--- config.mk ---
export PLATFORM = sky130hd
export DESIGN_NAME = sltr_way_scan
export DESIGN_NICKNAME = d
export VERILOG_FILES = /design/src/design/sltr_pkg.sv /design/src/design/sltr_way_scan.sv
export SDC_FILE = /design/constraint.sdc
export NUM_CORES = 1
export LEC_CHECK = 0
export BUFFER_PORTS_ARGS = -buffer_cell sky130_fd_sc_hd__buf_2
export CORE_MARGIN = 10
export CORE_UTILIZATION = 37
export DETAILED_ROUTE_END_ITERATION = 12
export GPL_TIMING_DRIVEN = 0
export PLACE_DENSITY_LB_ADDON = 0.08
export SLEW_MARGIN = 10
export SYNTH_ARGS = -nofsm -noshare
export SYNTH_HDL_FRONTEND = slang
export SYNTH_SLANG_ARGS = --single-unit
--- constraint.sdc ---
create_clock -name vclk -period 3.3
set_clock_uncertainty 0.2 [all_clocks]
set_input_delay 0.33 -clock vclk [all_inputs]
set_output_delay 0.33 -clock vclk [all_outputs]
set_load 0.02 [all_outputs]
--- src/design/sltr_pkg.sv ---
// Shared types and constants of the set-associative LRU cache tracker.
// Depends on nothing; used by the way scan, the core, the checker and the testbench.
package sltr_pkg;

	localparam int ADDR_W      = 64;
	localparam int TAG_W       = 64;
	localparam int TOTAL_W     = 32;
	localparam int S_TDATA_W   = 64;
	localparam int S_TUSER_W   = 2;
	localparam int M_TDATA_W   = 104;
	localparam int M_PAD_W     = 5;
	localparam int CFG_INDEX_W = 2;
	localparam int CFG_DATA_W  = 6;
	localparam int SET_BITS_W  = 4;
	localparam int BLOCK_BITS_W = 6;
	localparam int WAYS_USED_W = 4;

	// Access kinds carried in s_tuser.
	localparam logic [S_TUSER_W-1:0] OP_LOAD   = 2'd0;
	localparam logic [S_TUSER_W-1:0] OP_STORE  = 2'd1;
	localparam logic [S_TUSER_W-1:0] OP_MODIFY = 2'd2;
	localparam logic [S_TUSER_W-1:0] OP_INSTR  = 2'd3;

	// Configuration register indexes.
	localparam logic [CFG_INDEX_W-1:0] REG_SET_BITS   = 2'd0;
	localparam logic [CFG_INDEX_W-1:0] REG_BLOCK_BITS = 2'd1;
	localparam logic [CFG_INDEX_W-1:0] REG_WAYS_USED  = 2'd2;

	// Bit positions of the result flags in m_tdata.
	localparam int MB_HIT   = 0;
	localparam int MB_MISS  = 1;
	localparam int MB_EVICT = 2;

	// Running state of the way scan.
	typedef struct packed {
		logic hit;
		logic free;
	} scan_flags_t;

endpackage

--- src/design/sltr_way_scan.sv ---
// Shared way compare unit: folds one way per cycle into the hit and victim search.
// Depends on sltr_pkg for the scan flag struct.
module sltr_way_scan #(
	parameter int AGE_WIDTH = 32,
	parameter int WAY_W     = 3
) (
	input  logic [WAY_W-1:0]           way_idx,
	input  logic                       way_valid,
	input  logic [sltr_pkg::TAG_W-1:0] way_tag,
	input  logic [AGE_WIDTH-1:0]       way_age,
	input  logic [sltr_pkg::TAG_W-1:0] look_tag,
	input  sltr_pkg::scan_flags_t      cur_flags,
	input  logic [WAY_W-1:0]           cur_hit_way,
	input  logic [WAY_W-1:0]           cur_free_way,
	input  logic [WAY_W-1:0]           cur_best_way,
	input  logic [AGE_WIDTH-1:0]       cur_best_age,
	output sltr_pkg::scan_flags_t      nxt_flags,
	output logic [WAY_W-1:0]           nxt_hit_way,
	output logic [WAY_W-1:0]           nxt_free_way,
	output logic [WAY_W-1:0]           nxt_best_way,
	output logic [AGE_WIDTH-1:0]       nxt_best_age
);

	logic match;

	assign match = way_valid && (way_tag == look_tag);

	always_comb begin
		nxt_flags    = cur_flags;
		nxt_hit_way  = cur_hit_way;
		nxt_free_way = cur_free_way;
		nxt_best_way = cur_best_way;
		nxt_best_age = cur_best_age;
		// The first matching way wins.
		if (!cur_flags.hit && match) begin
			nxt_flags.hit = 1'b1;
			nxt_hit_way   = way_idx;
		end
		// Once a free way is found the oldest-way search no longer matters.
		if (!cur_flags.free) begin
			if (!way_valid) begin
				nxt_flags.free = 1'b1;
				nxt_free_way   = way_idx;
			end else if (way_age > cur_best_age) begin
				nxt_best_age = way_age;
				nxt_best_way = way_idx;
			end
		end
	end

endmodule

== After elaboration in Yosys (flattened, before gate mapping) ==
Index checks and enable logic that the tools add are counted.
Operators by class
  multiplexer cells: 12
  equal/unequal tests: 1
  reduce and logical (&&, ||, !) cells: 3
  order comparisons: 1
Operators with widths (number)
  $mux W32: 3
  $eq A64 B64 Y1: 1
  $gt A32 B32 Y1: 1
  $mux W3: 6
  $mux W1: 3
  $logic_and A1 B1 Y1: 2
  $logic_not A1 Y1: 1
Storage, ports and cells
  register bits after elaboration: 0
  word-level logic and storage cells: 17
  input port bits: 207

== Longest topological paths before layout ==
  depth after elaboration: 4
  mapped depth: 9
  mapped depth without buffers: 8

== Worst setup path after synthesis ==
No wires, ideal clock.
  kind: in2out
  start: input cur_best_age[1]
  end: output nxt_best_age[10]
  setup slack: 0.425 ns
  path buffers: 1
  cell stages on the path: 9
  data arrival time: 2.345 ns
  cell sequence: inv_1 ha_1 nor2b_4 o211ai_2 a2111oi_1 or4_4 a22oi_4 buf_12 mux2_4
On the way
  longest elaborated chain between the ends: 4
RTL lines
  from (decl): line sltr_way_scan.sv:16  | input logic [AGE_WIDTH-1:0] cur_best_age,
  $gt A32 B32 Y1: line sltr_way_scan.sv:44  | end else if (way_age > cur_best_age) begin
  $mux W32: line sltr_way_scan.sv:44
  $mux W32: line sltr_way_scan.sv:41  | if (!way_valid) begin
  $mux W32: line sltr_way_scan.sv:40  | if (!cur_flags.free) begin
  to (decl): line sltr_way_scan.sv:21  | output logic [AGE_WIDTH-1:0] nxt_best_age
No other way between the ends.

== Worst setup path in the final report ==
  start: input cur_best_age[1]
  end: output nxt_best_way[1]
On the way
  longest elaborated chain between the ends: 4
RTL lines
  $gt A32 B32 Y1: line sltr_way_scan.sv:44
  $mux W3: line sltr_way_scan.sv:44
  $mux W3: line sltr_way_scan.sv:41
  $mux W3: line sltr_way_scan.sv:40
  to (decl): line sltr_way_scan.sv:20  | output logic [WAY_W-1:0] nxt_best_way,
No other way between the ends.

==> results.ini <==
[run_status]
status=finished clean

[timing]
period_needed_ns=3.108
setup_violations=0
hold_viol=0
post-route-period-util=0.9417
rsz0062_at_grt=false
worst_slack_ns=0.1924
tightest_slew_ns=0.3683
max_freq_ghz=0.3218
slew_headroom=0.7481
finalSetupTns_ns=0
maxSlewViolCount=0

[cells_and_area]
final_area_um2=3670
multi_input_area_um2=2076
final_nets=763
final_util=0.6162
clock_buffers=0
drive_gt1_frac=0.5805
seq_area_um2=0
nFlopsAndLatches=0
final.fill_count=557
n_antenna_cell=0
areaGrowthSynthToFinish_pct=60.19

[pwr]
switchingPower_uw=229.0
powerDensity_nw_per_um2=135.6
p_clk_frac=0
p_sw_frac=0.4601
seq_power_share=0
power.internal_uw=268.6
p_leak_uw=0.002121
pwr-share-comb=1.000
vdd_drop_max_uv=92.65

[global_route]
gr-usage-met2=0.3944
track_usage=0.1934
grt_first_pass_wirelength_mm=15.90
grt_pass1_vias=3201
grt-ovfl-total=0
grt_use_met3=0.06704
top_usage_layer=met2
grt_max_degree=11
antenna_found_initial=0
use_met1=0.1883

[floorplan]
die_w_um=98.69
die_h_um=98.69
row_count=28
initial_utilization=0.3847
die_area_um2=9739
io_pins=250
core_um2=5956

[route]
drt-vias-per-instance=4.839
drtIter0Drc=50
totalWireLength_mm=10.10
avgRoutedWirePerCell_um=16.91
drtAntennaViolNets=0
drt_first_pass_iters=4
vias=2889
drc=0

[setup_path]
cp_cell_sequence=buf_2 -> inv_1 -> ha_1 -> nor2b_4 -> o211ai_2 -> a2111oi_1 -> or4_4 -> a22oi_4 -> buf_12 -> buf_12 -> mux2_4 -> buf_2
max_stage_delay_ns=0.53
worstPathMaxFanout=10
crit_arrival_ns=2.58
crit_type=primary input to output pin
required_ns=2.77
cp_num_buf_inv=5
crit_path_start_kind=primary input
end_kind=output pin
critPathTopFamily=simple AND/OR/NAND/NOR gates
crit_slowest_cell=or4_4

[yosys]
synth.top_cell.area_share=0.1966
yosysUniqueCellTypes=35
synth_area_um2=2291
syn_area_per_cell_um2=8.485
synth_top_cells_by_area=mux2_4 (20%), ha_1 (17%), xnor2_1 (16%)
yosysWarnings=0
synth_cells=270
ys_seq_area_frac=0
yosys.area.top_type=mux2_4
syn-num-nets=509

[place]
gp_congestion=0.8442
placed_area_um2=3636
port_buffers=250
hpwlAfterDp_mm=9.761
pre_cts_ws_ns=0.03982

[job]
drv_cap=0

[worst_hold_path]
hold_class=primary input to output pin

[clock_tree]
cts_hold_buffers=0

==> synthesized netlist by cell type, types with 2 or more instances <==
| library cell | number |
|---|---|
| nand2_1 | 4 |
| nor4_1 | 6 |
| nor2b_1 | 4 |
| xor2_1 | 2 |
| inv_1 | 43 |
| nand4_1 | 19 |
| buf_12 | 3 |
| nand3_1 | 5 |
| o2111ai_1 | 7 |
| o221ai_1 | 2 |
| a211oi_1 | 4 |
| ha_1 | 32 |
| mux2_2 | 11 |
| o21ai_0 | 3 |
| a21oi_1 | 12 |
| xnor2_1 | 41 |
| nand2b_1 | 20 |
| mux2_4 | 30 |
| a21o_1 | 2 |
| nor2_1 | 5 |
==> cell families (layout without fill, tap and decap cells) <==
family / Yosys count / in the layout / synth area share
buffers and inverters: 46 / 298 / 0.09667
AOI/OAI and AO/OA: 39 / 39 / 0.1294
and+or+nand+nor: 69 / 69 / 0.1840
adders and majority gates: 32 / 32 / 0.1748
xor gates and xnor gates: 43 / 43 / 0.1644
muxes: 41 / 41 / 0.2507
==> through the flow <==
stage	instances	power [uW]	hold WS, ns
finish	597	497.6	0.8077
global route	597	553.4	0.8252
CTS	595	499.8	0.8129
detailed placement	595	497.4	0.8122
global placement	595	490.3	0.8075
floorplan	270	281.5	0.6141
==> power groups by stage <==
stage,combinational [uW],clock (uW),sequential (uW)
floorplan,282,0,0
finish,498,0,0
global placement,490,0,0
detailed placement,497,0,0
CTS,500,0,0
global route,553,0,0
==> layer usage <==
layer  vias to the layer above  share of wire
met5                         -              0
met2                       129           0.55
met1                      1268           0.35
met4                         0         0.0054
li1                       1488              -
met3                         4          0.099
==> layout by cell type (no fill, tap or decap), types with 3 or more instances in the layout <==
master     count
nand3_1        5
mux2_2        11
inv_1         43
nand2b_1      20
nor2b_1        4
xnor2_1       41
nand2_1        4
buf_2        250
o2111ai_1      7
mux2_4        30
ha_1          32
a211oi_1       4
nor2_1         5
o21ai_0        3
buf_12         4
a21oi_1       12
nor4_1         5
nand4_1       19
==> cell type report <==
type | instances | area share
plain buffers | 3 | 0.01637
multi-input cells | 224 | 0.5656
well taps | 75 | 0.02557
repair buffers | 252 | 0.3484
inverters | 43 | 0.04398
==> worst paths after layout <==
check                    endpoint  depth (start not counted)       startpoint  slack (ns)
setup / recovery  nxt_best_way[1]                         12  cur_best_age[1]        0.19
hold / removal    nxt_free_way[2]                          3  cur_free_way[2]        0.81
==> what timing repair did <==
action	in CTS	in global routing
buffers inserted	0	2
gates resized for setup	0	1
setup endpoints to repair	0	35
(Power assumes the default switching activity.)
